--- src/design/tena_pkg.sv ---
package tena_pkg;

  localparam int COORD_BITS_DEF = 32;
  localparam int FRAC_BITS_DEF = 16;
  localparam int ACC_BITS_DEF = 64;

  localparam int IN_W = 32;
  localparam int NUM_IN = 12;
  localparam int CNT_W = 24;
  localparam int ADDR_W = 3;
  localparam int DVD_W = 128;
  localparam int DSR_W = 64;

  localparam logic [CNT_W-1:0] CNT_MAX = '1;
  localparam logic [63:0] GRAD_CAP = 64'h0000_0100_0000_0000;
  localparam logic [31:0] ERR_CAP = 32'hFFFF_FFFF;

  localparam logic REG_COUNT = 1'b0;
  localparam logic REG_MIN_AREA = 1'b1;

  typedef enum logic [3:0] {
    ST_IDLE, ST_DIFF, ST_MUL, ST_DET, ST_DIVX, ST_DIVY,
    ST_WGT, ST_FIN, ST_SQ0, ST_SQ1, ST_SQ2, ST_OUT
  } state_t;

  typedef struct packed {
    logic start;
    logic [DVD_W-1:0] dividend;
    logic [DSR_W-1:0] divisor;
  } div_req_t;

  typedef struct packed {
    logic busy;
    logic done;
    logic ovf;
    logic [63:0] quot;
  } div_rsp_t;

  typedef struct packed {
    logic start;
    logic [63:0] value;
  } sqrt_req_t;

  typedef struct packed {
    logic busy;
    logic done;
    logic [31:0] root;
  } sqrt_rsp_t;

  function automatic logic [63:0] mag64(input logic signed [63:0] v);
    return v[63] ? 64'(-v) : 64'(v);
  endfunction

  function automatic logic [31:0] mag32(input logic signed [31:0] v);
    return v[31] ? 32'(-v) : 32'(v);
  endfunction

endpackage

--- src/design/tena_isqrt.sv ---
module tena_isqrt (
  input  logic                clk,
  input  logic                rst,
  input  tena_pkg::sqrt_req_t req,
  output tena_pkg::sqrt_rsp_t rsp
);

  logic busy;
  logic done;
  logic [4:0] cnt;
  logic [63:0] v;
  logic [63:0] res;
  logic [63:0] bitm;
  logic [63:0] t;
  logic ge;

  assign t = res + bitm;
  assign ge = (v >= t);

  always_ff @(posedge clk) begin
    if (rst) begin
      busy <= 1'b0;
      done <= 1'b0;
      cnt <= '0;
    end else begin
      done <= 1'b0;
      if (!busy && req.start) begin
        busy <= 1'b1;
        cnt <= '0;
      end else if (busy) begin
        cnt <= cnt + 5'd1;
        if (&cnt) begin
          busy <= 1'b0;
          done <= 1'b1;
        end
      end
    end
  end

  always_ff @(posedge clk) begin
    if (!busy && req.start) begin
      v <= req.value;
      res <= '0;
      bitm <= 64'h4000_0000_0000_0000;
    end else if (busy) begin
      if (ge) begin
        v <= v - t;
        res <= (res >> 1) + bitm;
      end else begin
        res <= res >> 1;
      end
      bitm <= bitm >> 2;
    end
  end

  assign rsp.busy = busy;
  assign rsp.done = done;
  assign rsp.root = res[31:0];

endmodule

--- config.mk ---
export PLATFORM = sky130hd
export DESIGN_NAME = tena_isqrt
export DESIGN_NICKNAME = d
export VERILOG_FILES = /design/src/design/tena_pkg.sv /design/src/design/tena_isqrt.sv
export SDC_FILE = /design/constraint.sdc
export NUM_CORES = 1
export LEC_CHECK = 0
export BUFFER_PORTS_ARGS = -buffer_cell sky130_fd_sc_hd__buf_2
export CAP_MARGIN = 15
export CORE_ASPECT_RATIO = 1.4
export CORE_MARGIN = 3
export CORE_UTILIZATION = 60
export DETAILED_ROUTE_END_ITERATION = 8
export PLACE_DENSITY = 0.79
export SYNTH_ARGS = -nofsm -noshare
export SYNTH_HDL_FRONTEND = slang
export SYNTH_SLANG_ARGS = --single-unit
--- constraint.sdc ---
create_clock -name clk -period 8.5 [get_ports clk]
set_input_delay 1.275 -clock clk [delete_from_list [all_inputs] [get_ports clk]]
set_output_delay 1.275 -clock clk [all_outputs]
set_load 0.005 [all_outputs]
* Word level (Yosys, flattened, before mapping)
Index checks and enable logic that the tools add are counted.
** Word-level totals
- Input bits :: 67
- Flip-flop bits (word level) :: 167
- Output and inout bits :: 34
** Cells by class
- Reductions and logical operators :: 8
- Add/subtract/negate cells :: 4
- Bitwise logic cells :: 1
- Multiplexer cells :: 8
- $lt $le $gt $ge :: 1
** Operators with widths (count)
- $mux W64 :: 4
- $add A63 B63 Y64 :: 1
- $add A64 B63 Y64 :: 1
- $ge A64 B64 Y1 :: 1
- $sub A64 B64 Y64 :: 1
- $add A5 B1 Y5 const B :: 1
- $reduce_and A5 Y1 :: 1
- $mux W1 :: 4
- $reduce_bool A2 Y1 :: 2
- $reduce_or A3 Y1 :: 1
- $reduce_and A2 Y1 :: 1
- $reduce_or A2 Y1 :: 1
- $logic_and A1 B1 Y1 :: 1
- $logic_not A1 Y1 :: 1
- $not A1 Y1 :: 1

* Longest topological paths before layout
- Depth in word-level cells :: 5
- Depth in mapped cells :: 25
- Gate-level depth less buffers :: 23

* Least setup slack after synthesis
Ideal clock, no wire load.
- Path type :: register -> register
- From :: register res[8]
- To :: register v[0] (enable)
- Buffers on the path :: 3
- Period minus slack after synthesis :: 6.019 ns
- Data arrival time :: 5.595 ns
- Cell stages (with the launch flop) :: 25
- Library setup time :: 0.424 ns
- Setup slack :: 2.481 ns
- Path through :: dfxtp_1 -> ha_1 -> a31oi_1 -> o21ai_0 -> or2_2 -> nand2_1 -> nand2_1 -> a21boi_0 -> o21ba_2 -> o21bai_1 -> a31oi_1 -> xor2_1 -> ha_1 -> buf_2 -> nand4_1 -> nor4_2 -> nand3_1 -> o221ai_1 -> a21oi_1 -> o21ai_1 -> a21o_1 -> buf_2 -> buf_4 -> nand2_1 -> nand2_1
** On the way
- Cells in the longest elaborated chain, start to end :: 4
** Ends and longest elaborated chain
- start: declaration :: line tena_isqrt.sv:12 : logic [63:0] res;
- start signal: assignment :: line tena_isqrt.sv:48 : res <= (res >> 1) + bitm;
- start signal: assignment :: line tena_isqrt.sv:50 : res <= res >> 1;
- $add A64 B63 Y64 :: line tena_isqrt.sv:17 : assign t = res + bitm;
- $ge A64 B64 Y1 :: line tena_isqrt.sv:18 : assign ge = (v >= t);
- $reduce_bool A2 Y1 (no source line)
- $reduce_and A2 Y1 (no source line)
- end signal: assignment :: line tena_isqrt.sv:42 : v <= req.value;
- end signal: assignment :: line tena_isqrt.sv:47 : v <= v - t;
- end: declaration :: line tena_isqrt.sv:11 : logic [63:0] v;
Every way passes these cells.
A chain may end at the register's enable or synchronous reset.

* Final worst setup path
- From :: register res[6]
- To :: register v[23] (enable)
The elaborated chain is that of the path after synthesis.

==> results.py <==
metrics = {
    "synthesis": {
        "synthCells": 1942,
        "async_reset_ff_frac": 0,
        "yosysWarnings": 0,
        "yosysUniqueCellTypes": 84,
        "postSynthAreaPerCell_um2": 7.768,
        "synthTopCellsByArea": "dfxtp_1 14%, edfxtp_1 13%, ha_1 11%",
        "ys_seq_area_frac": 0.2641,
        "syn_area_um2": 15090,
        "synth_flop_cell": "dfxtp_1",
        "synth_edf_count": 64,
        "ys_ff_latch": 167,
        "synth_top_area_cell": "dfxtp_1",
        "yosysTopAreaCellShare": 0.1367,
        "synth_fp_nets": 2142,
    },
    "worst_setup_path": {
        "crit_chain": "ha_1, nand4_1, nor3_1, o211ai_1, nand4b_1, o21ai_1, o31ai_1, a21boi_1, o21ai_1, xnor2_1, ha_1, nand4_1, or2_2, nor3_1, nand2_1, o21ai_1, a21o_1, buf_4, nand2_1, nand2_2, buf_4",
        "ff2ff_path_depth": 21,
        "timing.critical_path.mode_cell": "o21ai_1",
        "cp_num_buf_inv": 2,
        "critPathKind": "flop to flop",
        "cp_max_fo": 27,
        "r2r-end": "v[23]",
        "rrSetupSlack_ps": 1610,
        "slowest_delay_ps": 530,
        "crit_cells": 21,
        "cp_slowest_cell": "nand2_2",
        "cp.arrival_ps": 7010,
        "cp.required_ps": 8620,
        "crit_path_end_kind": "flop",
        "r2r_start": "res[6]",
        "cp_top_family": "simple AND/OR/NAND/NOR gates",
        "worst_setup_path_start_kind": "flop",
    },
    "pwr": {
        "power.leakage_nw": 6.056,
        "ir_drop_v": 0.0002553,
        "powerDensity_nw_per_um2": 332.9,
    },
    "sta": {
        "rsz0062_at_grt": "false",
        "fin_skew_ps": 10.06,
        "hold_violations": 0,
        "whs_ps": 494.1,
        "max_slew_margin": 0.2441,
        "finalCritPeriodShare": 0.8104,
        "fin_crit_ps": 6888,
        "worstMarginPinSlew_ps": 1131,
        "drv_slew": 0,
        "fin_tns_setup_ps": 0,
        "finalSetupViolCount": 0,
        "max_freq_mhz": 145.2,
    },
    "clock_network": {
        "cts_made_buffers": 17,
        "post-cts-setup-buffers": 0,
        "cts-root-buf": "clkbuf_16",
        "clk_pin_slew_worst_paths_ps": 80,
        "htree_levels": 4,
        "clk_latency_ps": 460,
        "cts_hold_buf": 0,
        "cts_tree": "yes",
        "cts.path.max_buffers": 2,
        "cts_resized": 0,
        "cts_sinks": 167,
    },
    "global_routing": {
        "grt-ovfl-total": 0,
        "grt_pass1_vias": 14105,
        "grt_first_pass_wirelength_mm": 71.90,
        "grt_max_degree": 69,
        "antenna_found_initial": 0,
        "gr-usage-all-layers": 0.3219,
    },
    "final_layout": {
        "diodes": 0,
        "stdcell_count": 2262,
        "nNetsFinal": 2134,
        "n_fill_cell": 2211,
        "syn_to_final_growth_pct": 6.196,
        "drive_gt1_frac": 0.09502,
    },
    "worst_hold_path": {
        "hold_end": "res[0]",
        "min_from": "res[0]",
        "hold_depth": 2,
        "holdCritPathClass": "flop to flop",
    },
    "die": {
        "fp.dieH_um": 193.6,
        "core-area_um2": 24670,
        "ios": 101,
        "start_util": 0.6114,
        "fp.dieArea_um2": 27110,
        "rows": 68,
        "die_w_um": 140.0,
    },
    "routing": {
        "wl_mm": 44.82,
        "dr_total_vias": 14633,
        "drtPass1Iterations": 6,
        "drt.antenna.violating_nets": 0,
        "drc": 0,
        "vias_per_cell": 6.469,
        "drt_iter0_markers": 1158,
        "wire_per_inst_um": 19.81,
    },
    "placed_design": {
        "finalWeightedCongestion": 0.9861,
        "portBuffers": 100,
        "dp_hpwl_mm": 33.92,
        "dp_cells": 2230,
    },
    "run": {
        "max_cap_violations": 0,
    },
    "run_status": {
        "status": "completed",
    },
}
[sequential cells by signal (all words and copies together) (netlist names)]
name / flops
v: 64
bitm: 32
done: 1
res: 64
busy: 1
cnt: 5
[cell usage in the layout, fill, tap and decap left out, drive strengths merged, types with 8 or more instances in the layout]
cell	count
a211oi	13
a21o	40
a21oi	181
a22o	28
a31o	11
a31oi	64
and2	13
and3	18
and4	8
buf	109
clkbuf	19
dfxtp	103
edfxtp	64
ha	132
inv	42
nand2	266
nand2b	14
nand3	26
nand4	51
nor2	159
nor2b	14
nor3	27
nor4	8
o211ai	15
o21a	14
o21ai	191
o21bai	26
o22ai	8
o31ai	13
or3	9
xnor2	104
xor2	75
[worst reg2reg max path, cell delays in order (launching register included)]
cell and delay [ps]:
dfxtp_1 390, ha_1 380, nand4_1 180, nor3_1 340, o211ai_1 210, nand4b_1 210
o21ai_1 170, o31ai_1 500, a21boi_1 190, o21ai_1 320, xnor2_1 130, ha_1 420
nand4_1 180, or2_2 350, nor3_1 300, nand2_1 90, o21ai_1 380, a21o_1 190
buf_4 350, nand2_1 320, nand2_2 530, buf_4 440
[cell families (layout without fill, tap and decap cells)]
family | after synthesis | after routing | synth area share
adders and majority gates | 133 | 133 | 0.1108
and+or+nand+nor | 626 | 626 | 0.1902
xor gates and xnor gates | 179 | 179 | 0.1039
DFF | 167 | 167 | 0.2641
muxes | 7 | 7 | 0.004645
AOI/OAI and AO/OA | 657 | 657 | 0.2731
buffers and inverters | 173 | 178 | 0.05325
[per-stage QoR]
step                power [W]  setup slack [ps]  utilization  area (µm²)
floorplan            0.003724              2481            -       15090
global route         0.005715              1090       0.6493       16020
global placement     0.004416              1902       0.6248       15420
CTS                  0.005284              1704       0.6493       16020
detailed placement   0.004456              1747       0.6248       15420
finish               0.005333              1612       0.6493       16020
[layout make-up]
| cell class | count | area (µm²) | area share |
|---|---|---|---|
| Multi-Input combinational cell | 1602 | 10330 | 0.6449 |
| Sequential cell | 167 | 3985 | 0.2487 |
| Clock inverter | 13 | 138.9 | 0.008669 |
| Clock buffer | 19 | 464.2 | 0.02898 |
| Timing Repair Buffer | 109 | 568.0 | 0.03546 |
| Tap cell | 315 | 394.1 | 0.02460 |
| Inverter | 37 | 138.9 | 0.008669 |
[worst max path at each step]
stage | to | startpoint
detailed placement | v[6] | res[6]
global placement | v[6] | res[6]
finish | v[23] | res[6]
CTS | v[23] | res[6]
floorplan | v[0] | res[8]
global route | v[23] | res[6]
[per-layer routing]
metal,GRT usage,vias to the layer above,share of wire
li1,-,7063,-
met1,0.3808,6848,0.39
met2,0.5616,566,0.49
met3,0.04071,156,0.052
met4,0.1767,0,0.061
met5,0,-,0
[synthesized netlist by cell type, drive strengths merged, types with 15 or more instances]
library cell / number
a21o: 40
a21oi: 181
a22o: 28
a31oi: 64
and3: 18
buf: 52
clkbuf: 84
dfxtp: 103
edfxtp: 64
ha: 132
inv: 37
nand2: 266
nand3: 26
nand4: 51
nor2: 159
nor3: 27
o211ai: 15
o21ai: 191
o21bai: 26
xnor2: 104
xor2: 75
[report_power, final]
part	internal, W	switching (W)	total [W]
clock	0.000438	0.000378	0.000816
sequential	0.00115	0.000202	0.00135
combinational	0.00121	0.00195	0.00316
total	0.00280	0.00253	0.00533
(Power assumes the default switching activity.)
