==> src/design/tena_pkg.sv <==
package tena_pkg;

  localparam int COORD_BITS_DEF = 32;
  localparam int FRAC_BITS_DEF = 16;
  localparam int ACC_BITS_DEF = 64;

  localparam int IN_W = 32;
  localparam int NUM_IN = 12;
  localparam int CNT_W = 24;
  localparam int ADDR_W = 3;
  localparam int DVD_W = 128;
  localparam int DSR_W = 64;

  localparam logic [CNT_W-1:0] CNT_MAX = '1;
  localparam logic [63:0] GRAD_CAP = 64'h0000_0100_0000_0000;
  localparam logic [31:0] ERR_CAP = 32'hFFFF_FFFF;

  localparam logic REG_COUNT = 1'b0;
  localparam logic REG_MIN_AREA = 1'b1;

  typedef enum logic [3:0] {
    ST_IDLE, ST_DIFF, ST_MUL, ST_DET, ST_DIVX, ST_DIVY,
    ST_WGT, ST_FIN, ST_SQ0, ST_SQ1, ST_SQ2, ST_OUT
  } state_t;

  typedef struct packed {
    logic start;
    logic [DVD_W-1:0] dividend;
    logic [DSR_W-1:0] divisor;
  } div_req_t;

  typedef struct packed {
    logic busy;
    logic done;
    logic ovf;
    logic [63:0] quot;
  } div_rsp_t;

  typedef struct packed {
    logic start;
    logic [63:0] value;
  } sqrt_req_t;

  typedef struct packed {
    logic busy;
    logic done;
    logic [31:0] root;
  } sqrt_rsp_t;

  function automatic logic [63:0] mag64(input logic signed [63:0] v);
    return v[63] ? 64'(-v) : 64'(v);
  endfunction

  function automatic logic [31:0] mag32(input logic signed [31:0] v);
    return v[31] ? 32'(-v) : 32'(v);
  endfunction

endpackage

==> src/design/tena_div.sv <==
module tena_div (
  input  logic               clk,
  input  logic               rst,
  input  tena_pkg::div_req_t req,
  output tena_pkg::div_rsp_t rsp
);

  logic busy;
  logic done;
  logic [6:0] cnt;
  logic [tena_pkg::DVD_W-1:0] dvd;
  logic [tena_pkg::DSR_W-1:0] dsr;
  logic [63:0] rem;
  logic [63:0] quot;
  logic ovf;
  logic [63:0] rs;
  logic ge;

  assign rs = {rem[62:0], dvd[tena_pkg::DVD_W-1]};
  assign ge = (rs >= dsr);

  always_ff @(posedge clk) begin
    if (rst) begin
      busy <= 1'b0;
      done <= 1'b0;
      cnt <= '0;
    end else begin
      done <= 1'b0;
      if (!busy && req.start) begin
        busy <= 1'b1;
        cnt <= '0;
      end else if (busy) begin
        cnt <= cnt + 7'd1;
        if (&cnt) begin
          busy <= 1'b0;
          done <= 1'b1;
        end
      end
    end
  end

  always_ff @(posedge clk) begin
    if (!busy && req.start) begin
      dvd <= req.dividend;
      dsr <= req.divisor;
      rem <= '0;
      quot <= '0;
      ovf <= 1'b0;
    end else if (busy) begin
      dvd <= {dvd[tena_pkg::DVD_W-2:0], 1'b0};
      rem <= ge ? rs - dsr : rs;
      quot <= {quot[62:0], ge};
      ovf <= ovf | quot[63];
    end
  end

  assign rsp.busy = busy;
  assign rsp.done = done;
  assign rsp.ovf = ovf;
  assign rsp.quot = quot;

endmodule

==> config.mk <==
export PLATFORM = sky130hd
export DESIGN_NAME = tena_div
export DESIGN_NICKNAME = d
export VERILOG_FILES = /design/src/design/tena_pkg.sv /design/src/design/tena_div.sv
export SDC_FILE = /design/constraint.sdc
export NUM_CORES = 1
export LEC_CHECK = 0
export ABC_AREA = 1
export BUFFER_PORTS_ARGS = -buffer_cell sky130_fd_sc_hd__buf_2
export CAP_MARGIN = 20
export CELL_PAD_IN_SITES_DETAIL_PLACEMENT = 0
export CELL_PAD_IN_SITES_GLOBAL_PLACEMENT = 1
export CORE_AREA = 4 4 228 230
export CTS_CLUSTER_DIAMETER = 50
export DETAILED_ROUTE_END_ITERATION = 16
export DIE_AREA = 0 0 232 234
export PLACE_DENSITY = 0.8
export SYNTH_ARGS = -nofsm -noshare
export SYNTH_HDL_FRONTEND = slang
export SYNTH_SLANG_ARGS = --single-unit
==> constraint.sdc <==
create_clock -name clk -period 4.8 [get_ports clk]
set_input_delay 0.72 -clock clk [delete_from_list [all_inputs] [get_ports clk]]
set_output_delay 0.72 -clock clk [all_outputs]
set_load 0.03 [all_outputs]
Word-level counts from Yosys, hierarchy flattened. Cells that the tools add are included.

Memories: 0. Latch bits: 0. Memory bits (read-only): 0. Output and inout bits: 67. Flip-flop bits (word level): 329. Logic and storage cells: 26. Bits in writable memories: 0. Input port bits: 195.

Bitwise gates (word level): 2. $mul: 0. Divide/modulo/power cells: 0. Reductions and logical operators: 6. Equal/unequal tests: 0. Add/subtract/negate cells: 2. $lt $le $gt $ge: 1. Multiplexer cells: 7. Shift operators: 0.

Operator list (count): $mux W128 (2); $ge A64 B64 Y1 (1); $mux W63 (1); $sub A63 B63 Y63 (1); $add A7 B1 Y7 const B (1); $reduce_and A7 Y1 (1); $mux W1 (4); $reduce_or A3 Y1 (1); $reduce_bool A2 Y1 (1); $reduce_or A2 Y1 (1); $logic_and A1 B1 Y1 (1); $logic_not A1 Y1 (1); $not A1 Y1 (1); $or A1 B1 Y1 (1).

Longest topological paths before layout. Gate-level depths: netlist of run 1.

Depth in word-level cells: 4. Mapped depth: 19. Depth with buffers taken out: 18.

Worst setup path after synthesis of run 1. OpenSTA, ideal clock, no wires.

Kind: input to register. Start: input req[192] (netlist bit). End: register dvd[0] (netlist bit), enable pin. Library setup time: 0.543 ns. Arrival time: 4.562 ns. Slack: -0.305 ns. Required time: 4.257 ns. Buffers on the path: 1. Cell stages on the path: 3. Path through: nor2_1 -> inv_2 -> clkbuf_1.

Longest elaborated chain between the ends: 2.

RTL lines: start: declaration (line tena_div.sv:4) `input tena_pkg::div_req_t req,`; $logic_and A1 B1 Y1 (line tena_div.sv:43) `if (!busy && req.start) begin`; $reduce_bool A2 Y1 (no source line); end signal: assignment (line tena_div.sv:44) `dvd <= req.dividend;`; end signal: assignment (line tena_div.sv:50) `dvd <= {dvd[tena_pkg::DVD_W-2:0], 1'b0};`; end: declaration (line tena_div.sv:11) `logic [tena_pkg::DVD_W-1:0] dvd;`.

Every way passes these cells. A chain may end at the register's enable or synchronous reset.

Worst setup path in the final report of run 1.
Start: register dsr[23] (netlist bit). End: register rem[12].

Longest elaborated chain between the ends: 2.

RTL lines: start: declaration (line tena_div.sv:12) `logic [tena_pkg::DSR_W-1:0] dsr;`; start signal: assignment (line tena_div.sv:45) `dsr <= req.divisor;`; $ge A64 B64 Y1 (line tena_div.sv:20) `assign ge = (rs >= dsr);`; $mux W63 (line tena_div.sv:51) `rem <= ge ? rs - dsr : rs;`; end signal: assignment (line tena_div.sv:51); end: declaration (line tena_div.sv:13) `logic [63:0] rem;`.

Every way passes these cells.

==> run_results.csv, run 1 <==
group,metric,value,unit
status,status,"finished, final reports clean",
place,placed_area,0.0207,mm²
detailed_routing,top_layer_used,"met5",
synth,netlist_instances,2654,
critical_path,r2r_slack,1.27,ns
timing,finalMaxSlewViolations,0,
critical_path,reg2reg_depth,14,
detailed_routing,drc_errors,0,
finish,nNetsFinal,3161,
global_routing,antenna_found_initial,16,
die,io_pins,262,
detailed_routing,drt_iter0_drc,1196,
place,place_ws,1.20,ns
timing,setup_violations,0,
clock_tree,cts_buffers,48,
timing,finalHoldViolCount,0,
detailed_routing,wl,56500,µm
timing,clock.fmax,283,MHz
synth,syn_area_per_cell,7.08,µm²
power_and_ir_drop,ir_worst_vdd,0.000333,V
critical_path,reg2reg_to,"rem[12]",
hold_path,min_from,"req[29]",
synth,synth_area_leaders,"edfxtp_1 (31%), nand2_1 (24%), dfxtp_1 (15%)",
finish,fin_area,0.0224,mm²
global_routing,grt_pass1_wl,88900,µm
critical_path,cpPeakStageDelay,0.64,ns
detailed_routing,drtAntennaViolNets,0,
global_routing,grt_pass1_vias,16871,
critical_path,cp_top_family,"simple AND/OR/NAND/NOR gates",
critical_path,worstPathCellList,"inv_1 -> ha_1 -> nand2_1 -> nor2_1 -> nand2_1 -> nor2_2 -> nand4_1 -> nand3_2 -> nand2_4 -> nand2_4 -> buf_4 -> nand2_1 -> nand3_1 -> o21ai_0",
hold_path,hold_end,"dsr[29]",
power_and_ir_drop,finalPower,11.2,mW
die,initial_core_util,37.7,%
power_and_ir_drop,p_leak,11.8,nW
place,portBuffers,261,
synth,synth.top_cell.area_share,30.7,%
critical_path,worstSetupEndpointType,"flip-flop",
die,die_width,232,µm
hold_path,holdPathStages,1,
critical_path,cp.arrival,3.99,ns
clock_tree,clock_tree.root_cell,"clkbuf_16",
detailed_routing,wl_met1,25200,µm
synth,yosysTopAreaCell,"edfxtp_1",
synth,async_flop_share,0,%
detailed_routing,avgRoutedWirePerCell,15.6,µm
detailed_routing,met3_length,4310,µm
clock_tree,post_cts_resized,0,
timing,rsz0062_at_grt,"no",
finish,final_common_cell,"nand2_1",
finish,syn_to_final_growth,19.0,%
place,place_hpwl,42500,µm
finish,postLayoutCoreUtil,44.8,%
clock_tree,numClockSinks,329,
detailed_routing,via_per_inst,4.69,
clock_tree,cts_buffer_depth,3,
clock_tree,clk_pin_slew,0.06,ns
timing,holdWs,0.300,ns
finish,final_cells,3616,
synth,synth.net_count,2915,
clock_tree,clk_latency,0.59,ns
critical_path,cp_slowest_cell,"nand2_4",
synth,ys.flop_type,"edfxtp_1",
clock_tree,ctsHoldBuffers,0,
clock_tree,cts_setup_buffers,0,
critical_path,start_kind,"flip-flop",
die,dieHeight,234,µm
finish,final_cell_mix,"nand2_1 (1,190), inv_1 (476), buf_2 (261)",
synth,seq_area_frac_synth,45.3,%
global_routing,grt_max_degree,194,
timing,fin_skew,0.0272,ns
detailed_routing,num_vias,16947,
clock_tree,cts_tree,"done",
timing,finalCritPeriodShare,73.6,%
die,rows,82,
synth,ys_warn_count,0,
synth,yosys_register_bits,329,
timing,fin_crit,3.53,ns
clock_tree,cts_htree_levels,2,
critical_path,critPathKind,"flip-flop to flip-flop",
detailed_routing,wl_met2,25300,µm
synth,synth_cell_type_count,38,
die,die_area,0.0543,mm²
timing,maxSlewHeadroom,29.4,%
critical_path,r2r-start,"dsr[23]",
timing,worst_pin_slew,1.06,ns
synth,synth-edff-count,192,
job,cap_violations,0,
place,placed_cells,3522,
synth,synth_area,0.0188,mm²
hold_path,min_path_type,"input port to flip-flop",
critical_path,cp_max_fo,44,
finish,drive_above_1_share,13.8,%
critical_path,worst-path-buf-inv,2,
die,core,0.0499,mm²
detailed_routing,firstDrtPassIters,5,
timing,tns,0,ns
place,routabilityCongestion,0.967,
timing,fin_ws,1.27,ns
global_routing,track_usage,20.6,%
power_and_ir_drop,p_per_area,501,mW/mm²
global_routing,grt_overflow,0,
critical_path,path_common_cell,"nand2_1",
critical_path,crit_required,5.26,ns
==> cell families after synthesis <==
group | Yosys count | synth area share [%]
simple gates | 1508 | 32.5
xor+xnor | 30 | 1.40
fa+ha+maj | 66 | 4.44
compound gates | 153 | 4.56
buf+inv | 568 | 11.8
flops | 329 | 45.3
==> where the power goes <==
part           switching [mW]  total [mW]  internal (mW)
logic                    2.62        3.93           1.30
clock network            1.43        3.63           2.21
registers               0.209        3.65           3.44
==> synthesized netlist by cell type, types with 2 or more instances <==
cell      count
ha_1         65
clkbuf_1     49
nand4_1      13
nand3b_1     11
nand2_4       3
nor3_1       21
edfxtp_1    192
o21ai_0      27
o21ai_1       9
nor2_1       98
nand3b_2      8
nor2_2        9
buf_1         3
nor2_4        2
buf_6         5
o22ai_1      62
nand2_1    1190
nand2_2      10
clkinv_1      2
inv_1       477
buf_4         9
xnor2_1      29
buf_2         8
and2_1        2
nand3_1     137
a21oi_1      50
inv_2        15
dfxtp_1     137
a21o_1        2
==> worst max path at each step <==
stage               startpoint       to  slack [ns]  cells after the start
global placement       dsr[21]   rem[8]        1.24                     14
floorplan             req[192]   dsr[0]        1.45                      3
finish                 dsr[23]  rem[12]        1.27                     14
CTS                    dsr[21]  rem[12]        1.18                     14
global route           dsr[22]  rem[16]        0.90                     14
detailed placement     dsr[21]  rem[13]        1.20                     14
==> flip-flops by register name, indices dropped and copies added, names as in the netlist <==
signal / cells
busy: 1
cnt: 7
done: 1
dsr: 64
dvd: 128
ovf: 1
quot: 64
rem: 63
==> routing by layer <==
layer / global-route usage, % / up-vias
li1: - / 8672
met1: 27.0 / 7688
met2: 33.6 / 461
met3: 5.48 / 104
met4: 6.07 / 22
met5: 0 / -
==> cell type report <==
class | instances | area (µm²)
inverter | 494 | 1860
tap | 672 | 841
fill | 5277 | 27500
sequential | 329 | 8510
timing repair buffer | 270 | 1390
multi-input combinational | 1757 | 8080
antenna | 5 | 12.5
clock inverter | 32 | 385
clock buffer | 57 | 1280
(Power assumes the default switching activity.)
==> inputs of run 2 (changes only) <==
Clock period 4.8 ns to 3 ns, I/O delays scaled along.
==> run_results.csv, run 2 (synthesized netlist as in run 1, its figures left out) <==
group,metric,value,unit
status,status,"finished, final reports clean",
power_and_ir_drop,ir_worst_vdd,0.000430,V
die,core,0.0499,mm²
power_and_ir_drop,switching_share,38.7,%
power_and_ir_drop,power.switching,6.73,mW
critical_path,endpoint,"rem[17]",
timing,worst_pin_slew,1.03,ns
detailed_routing,drc_errors,0,
global_routing,busiest_layer,"met2",
detailed_routing,drt_iter0_drc,1124,
finish,drive_above_1_share,13.8,%
timing,fin_skew,0.0397,ns
timing,maxSlewHeadroom,31.5,%
detailed_routing,avgRoutedWirePerCell,15.8,µm
power_and_ir_drop,p_int,10.7,mW
detailed_routing,firstDrtPassIters,5,
power_and_ir_drop,p_per_area,776,mW/mm²
clock_tree,clock_tree.root_cell,"clkbuf_16",
clock_tree,cts_htree_levels,2,
critical_path,startpoint,"dsr[0]",
die,dieHeight,234,µm
hold_path,min_from,"req[33]",
die,initial_core_util,37.7,%
critical_path,cp_max_fo,20,
timing,finalCritPeriodShare,91.9,%
place,routabilityCongestion,0.985,
clock_tree,numClockSinks,329,
power_and_ir_drop,clkPwrFrac,29.6,%
die,rows,82,
hold_path,min_path_type,"input port to flip-flop",
clock_tree,cts_buffer_depth,3,
place,place_hpwl,44000,µm
global_routing,grt_max_degree,158,
detailed_routing,wl,57300,µm
finish,final_common_cell,"nand2_1",
global_routing,grt_pass1_vias,17084,
clock_tree,cts_tree,"done",
global_routing,antenna_found_initial,13,
detailed_routing,via_per_inst,4.69,
critical_path,r2r-start,"dsr[0]",
critical_path,reg2reg_depth,17,
power_and_ir_drop,seqPwrFrac,33.5,%
global_routing,globalRouteMet2Util,34.0,%
timing,finalMaxSlewViolations,0,
global_routing,grt_pass1_wl,90400,µm
global_routing,use_met3,4.57,%
global_routing,track_usage,20.9,%
finish,largest_reg_flops,128,
detailed_routing,drtAntennaViolNets,0,
global_routing,grt_overflow,0,
critical_path,r2r_slack,0.24,ns
critical_path,cp.arrival,3.22,ns
critical_path,critPathKind,"flip-flop to flip-flop",
timing,finalHoldViolCount,0,
critical_path,worstSetupEndpointType,"flip-flop",
timing,rsz0062_at_grt,"no",
critical_path,crit_required,3.46,ns
place,portBuffers,261,
die,io_pins,262,
critical_path,reg2reg_to,"rem[17]",
critical_path,start_kind,"flip-flop",
timing,tns,0,ns
hold_path,holdPathStages,1,
timing,fin_ws,0.244,ns
finish,top_register,"dvd",
global_routing,grt_use_met1,28.0,%
job,cap_violations,0,
finish,syn_to_final_growth,19.5,%
power_and_ir_drop,combPwrFrac,36.9,%
timing,fin_crit,2.76,ns
finish,reg.largest.list,"dvd: 128 flops, dsr: 64 flops, quot: 64 flops",
clock_tree,clk_latency,0.59,ns
clock_tree,cts_buffers,44,
place,place_ws,0.236,ns
timing,setup_violations,0,
die,die_width,232,µm
clock_tree,cts_setup_buffers,0,
die,die_area,0.0543,mm²
finish,final_cell_mix,"nand2_1 (1,190), inv_1 (476), buf_2 (261)",
detailed_routing,num_vias,17042,
timing,clock.fmax,363,MHz
finish,nNetsFinal,3181,
clock_tree,clk_pin_slew,0.06,ns
power_and_ir_drop,p_leak,11.9,nW
[run 2: changes by cell type in the layout (fill, tap and decap cells not counted), sizes merged]
cell / delta
buf: +11
bufinv: -4
clkinv: -2
dlygate4sd3: +13
inv: -1
[run 2: worst min-delay path by stage]
stage | slack, ns | endpoint
3_5_place_dp | 0.46 | cnt[5]
3_3_place_gp | 0.45 | ovf
6_report | 0.04 | dsr[33]
2_1_floorplan | 0.43 | rem[62]
4_1_cts | 0.00007 | dsr[26]
5_1_grt | 0.01 | dsr[31]
[run 2: power groups by stage]
stage | Sequential [mW] | Clock [mW] | Combinational [mW]
after floorplan | 5.84 | 0 | 4.59
after global placement | 5.90 | 0 | 6.36
after detailed placement | 5.92 | 0 | 6.38
after CTS | 5.84 | 5.31 | 6.42
after global routing | 5.91 | 5.51 | 7.29
final | 5.83 | 5.15 | 6.42
[run 2: area by class of cell]
cell class / instances / area [µm²]
clock inverter: 25 / 250
timing repair buffer: 294 / 1670
inverter: 494 / 1860
tap: 672 / 841
fill: 5301 / 27400
multi-input combinational: 1757 / 8080
antenna: 5 / 12.5
sequential: 329 / 8510
clock buffer: 57 / 1220
[run 2: routing by layer]
metal | vias to the layer above | part of all wire, %
met2 | 399 | 45
li1 | 8707 | -
met1 | 7828 | 46
met5 | - | 0.17
met4 | 16 | 2.7
met3 | 92 | 6.2
[run 2: critical path, cell delays in order (launching register included)]
cell and delay [ns]:
edfxtp_1 0.38, ha_1 0.22, fa_1 0.42, inv_1 0.13
nand2_1 0.08, nand2_1 0.07, nand3b_1 0.08, nand2_2 0.13
nand2_1 0.08, nand2_2 0.11, nand2_2 0.07, nand3_2 0.13
nand2_4 0.09, nand2_4 0.09, buf_4 0.27, nand2_1 0.10
nand3_1 0.08, o21ai_0 0.09
[run 2: per-stage QoR]
step                      utilization, %  instance area (µm²)  hold slack [ns]  instances  power, mW
after floorplan                        -                18800            0.430       2654       10.4
after global placement              41.8                20800            0.447       3533       12.3
after detailed placement            41.8                20800            0.463       3533       12.3
after CTS                           45.0                22400        0.0000684       3628       17.6
after global routing                45.0                22400           0.0112       3631       18.7
final                               45.0                22400           0.0417       3633       17.4
[run 2: timing repair]
action                                 CTS  global route
endpoints found under the hold margin   13             0
hold buffers                            13             0
setup endpoints to repair                0             4
gates resized for setup                  0             1
==> inputs of run 3 (changes only) <==
Settings changed: RECOVER_POWER from default to 25.
==> run_results.csv, run 3 (synthesized netlist as in run 1, its figures left out) <==
group,metric,value,unit
detailed_routing,avgRoutedWirePerCell,15.8,µm
timing,finalCritPeriodShare,91.8,%
die,io_pins,262,
hold_path,min_path_type,"input port to flip-flop",
critical_path,worst-path-buf-inv,2,
clock_tree,clk_pin_slew,0.06,ns
finish,final_cell_mix,"nand2_1 (1,190), inv_1 (476), buf_2 (257)",
critical_path,cpPeakStageDelay,0.42,ns
global_routing,track_usage,20.9,%
finish,multi_input_area,0.00806,mm²
job,cap_violations,1,
critical_path,cp_max_fo,21,
timing,maxSlewHeadroom,-22.1,%
place,place_hpwl,44000,µm
timing,finalMaxSlewViolations,158,
die,dieHeight,234,µm
detailed_routing,drt_iter0_drc,1144,
detailed_routing,num_vias,17042,
detailed_routing,firstDrtPassIters,5,
detailed_routing,wl,57200,µm
clock_tree,numClockSinks,329,
critical_path,path_common_cell,"nand2_1",
timing,holdWs,0.0411,ns
finish,syn_to_final_growth,19.2,%
finish,top_register,"dvd",
clock_tree,clk_latency,0.59,ns
power_and_ir_drop,ir_worst_vdd,0.000431,V
hold_path,holdPathStages,1,
global_routing,grt_overflow,0,
detailed_routing,drc_errors,0,
timing,tns,0,ns
die,initial_core_util,37.7,%
finish,largest_reg_flops,128,
clock_tree,cts_buffer_depth,3,
global_routing,grt_max_degree,158,
critical_path,reg2reg_depth,17,
clock_tree,clock_tree.root_cell,"clkbuf_16",
clock_tree,cts_htree_levels,2,
global_routing,grt_pass1_vias,17084,
timing,rsz0062_at_grt,"no",
die,core,0.0499,mm²
finish,reg.largest.list,"dvd: 128 flops, dsr: 64 flops, quot: 64 flops",
global_routing,antenna_found_initial,12,
finish,ff_latch_area,0.00851,mm²
timing,finalHoldViolCount,0,
place,placed_cells,3533,
place,routabilityCongestion,0.985,
critical_path,start_kind,"flip-flop",
critical_path,worstPathCellList,"ha_1 -> fa_1 -> inv_1 -> nand2_1 -> nand2_1 -> nand3b_1 -> nand2_2 -> nand2_1 -> nand2_2 -> nand2_2 -> nand3_2 -> nand2_4 -> nand2_4 -> buf_4 -> nand3_1 -> nand2_1 -> nand2_1",
finish,final_cells,3632,
place,portBuffers,261,
finish,fillers,5308,
power_and_ir_drop,finalPower,17.4,mW
clock_tree,cts_buffers,44,
critical_path,crit_cells,17,
timing,fin_skew,0.0404,ns
timing,fin_crit,2.76,ns
critical_path,cp_top_family,"simple AND/OR/NAND/NOR gates",
detailed_routing,via_per_inst,4.69,
critical_path,crit_required,3.45,ns
global_routing,grt_pass1_wl,90400,µm
die,rows,82,
finish,nNetsFinal,3181,
timing,setup_violations,0,
status,status,"complete, but fails checks",
detailed_routing,drtAntennaViolNets,0,
critical_path,worstSetupEndpointType,"flip-flop",
timing,clock.fmax,363,MHz
clock_tree,cts_tree,"done",
timing,worst_pin_slew,1.83,ns
critical_path,cp.arrival,3.21,ns
critical_path,cp_slowest_cell,"fa_1",
power_and_ir_drop,p_leak,11.9,nW
status,violations,"capacitance limit, slew limit",
finish,final_common_cell,"nand2_1",
die,die_width,232,µm
critical_path,critPathKind,"flip-flop to flip-flop",
power_and_ir_drop,p_per_area,777,mW/mm²
finish,drive_above_1_share,13.6,%
die,die_area,0.0543,mm²
==> run 3: cell count changes in the layout (fill, tap and decap cells not counted), sizes merged <==
cell and change:
clkbuf +6, diode -1, buf -6
==> run 3: final cells by class <==
| type | count | share of cell area [%] |
|---|---|---|
| Antenna cell | 4 | 0.0447 |
| Clock buffer | 57 | 5.45 |
| Clock inverter | 25 | 1.12 |
| Inverter | 494 | 8.32 |
| Multi-Input combinational cell | 1757 | 36.0 |
| Sequential cell | 329 | 38.0 |
| Tap cell | 672 | 3.75 |
| Timing Repair Buffer | 294 | 7.35 |
==> run 3: power by group <==
part           internal, mW  total [mW]  switching [mW]
sequential             5.50        5.83           0.334
clock                  3.02        5.16            2.13
combinational          2.15        6.42            4.27
total                  10.7        17.4            6.74
==> run 3: worst paths after layout <==
path         startpoint  endpoint  slack [ns]
min reg2reg     rem[39]   rem[39]        0.47
max reg2reg      dsr[0]   rem[48]        0.24
max              dsr[0]   rem[48]        0.24
min             req[33]   dsr[33]        0.04
==> run 3: repair_timing <==
action,4_1_cts,5_1_grt
hold buffers,13,0
buffers inserted,0,0
resized for setup,0,1
endpoints found under the hold margin,13,0
setup endpoints to repair,0,4
==> run 3: metrics by stage <==
stage / instance area [µm²] / worst slack (ns) / utilization (%)
floorplan: 18800 / 0.0933 / -
global placement: 20800 / 0.266 / 41.8
detailed placement: 20800 / 0.236 / 41.8
CTS: 22400 / 0.192 / 45.0
global route: 22400 / 0.0237 / 44.9
finish: 22400 / 0.245 / 44.9
==> run 3: layer usage <==
layer	up-vias	GRT usage, %	share of wire [%]
met5	-	0	0.16
met4	16	6.50	2.7
met3	90	4.57	6.1
met2	399	34.0	45
met1	7828	28.0	46
li1	8709	-	-
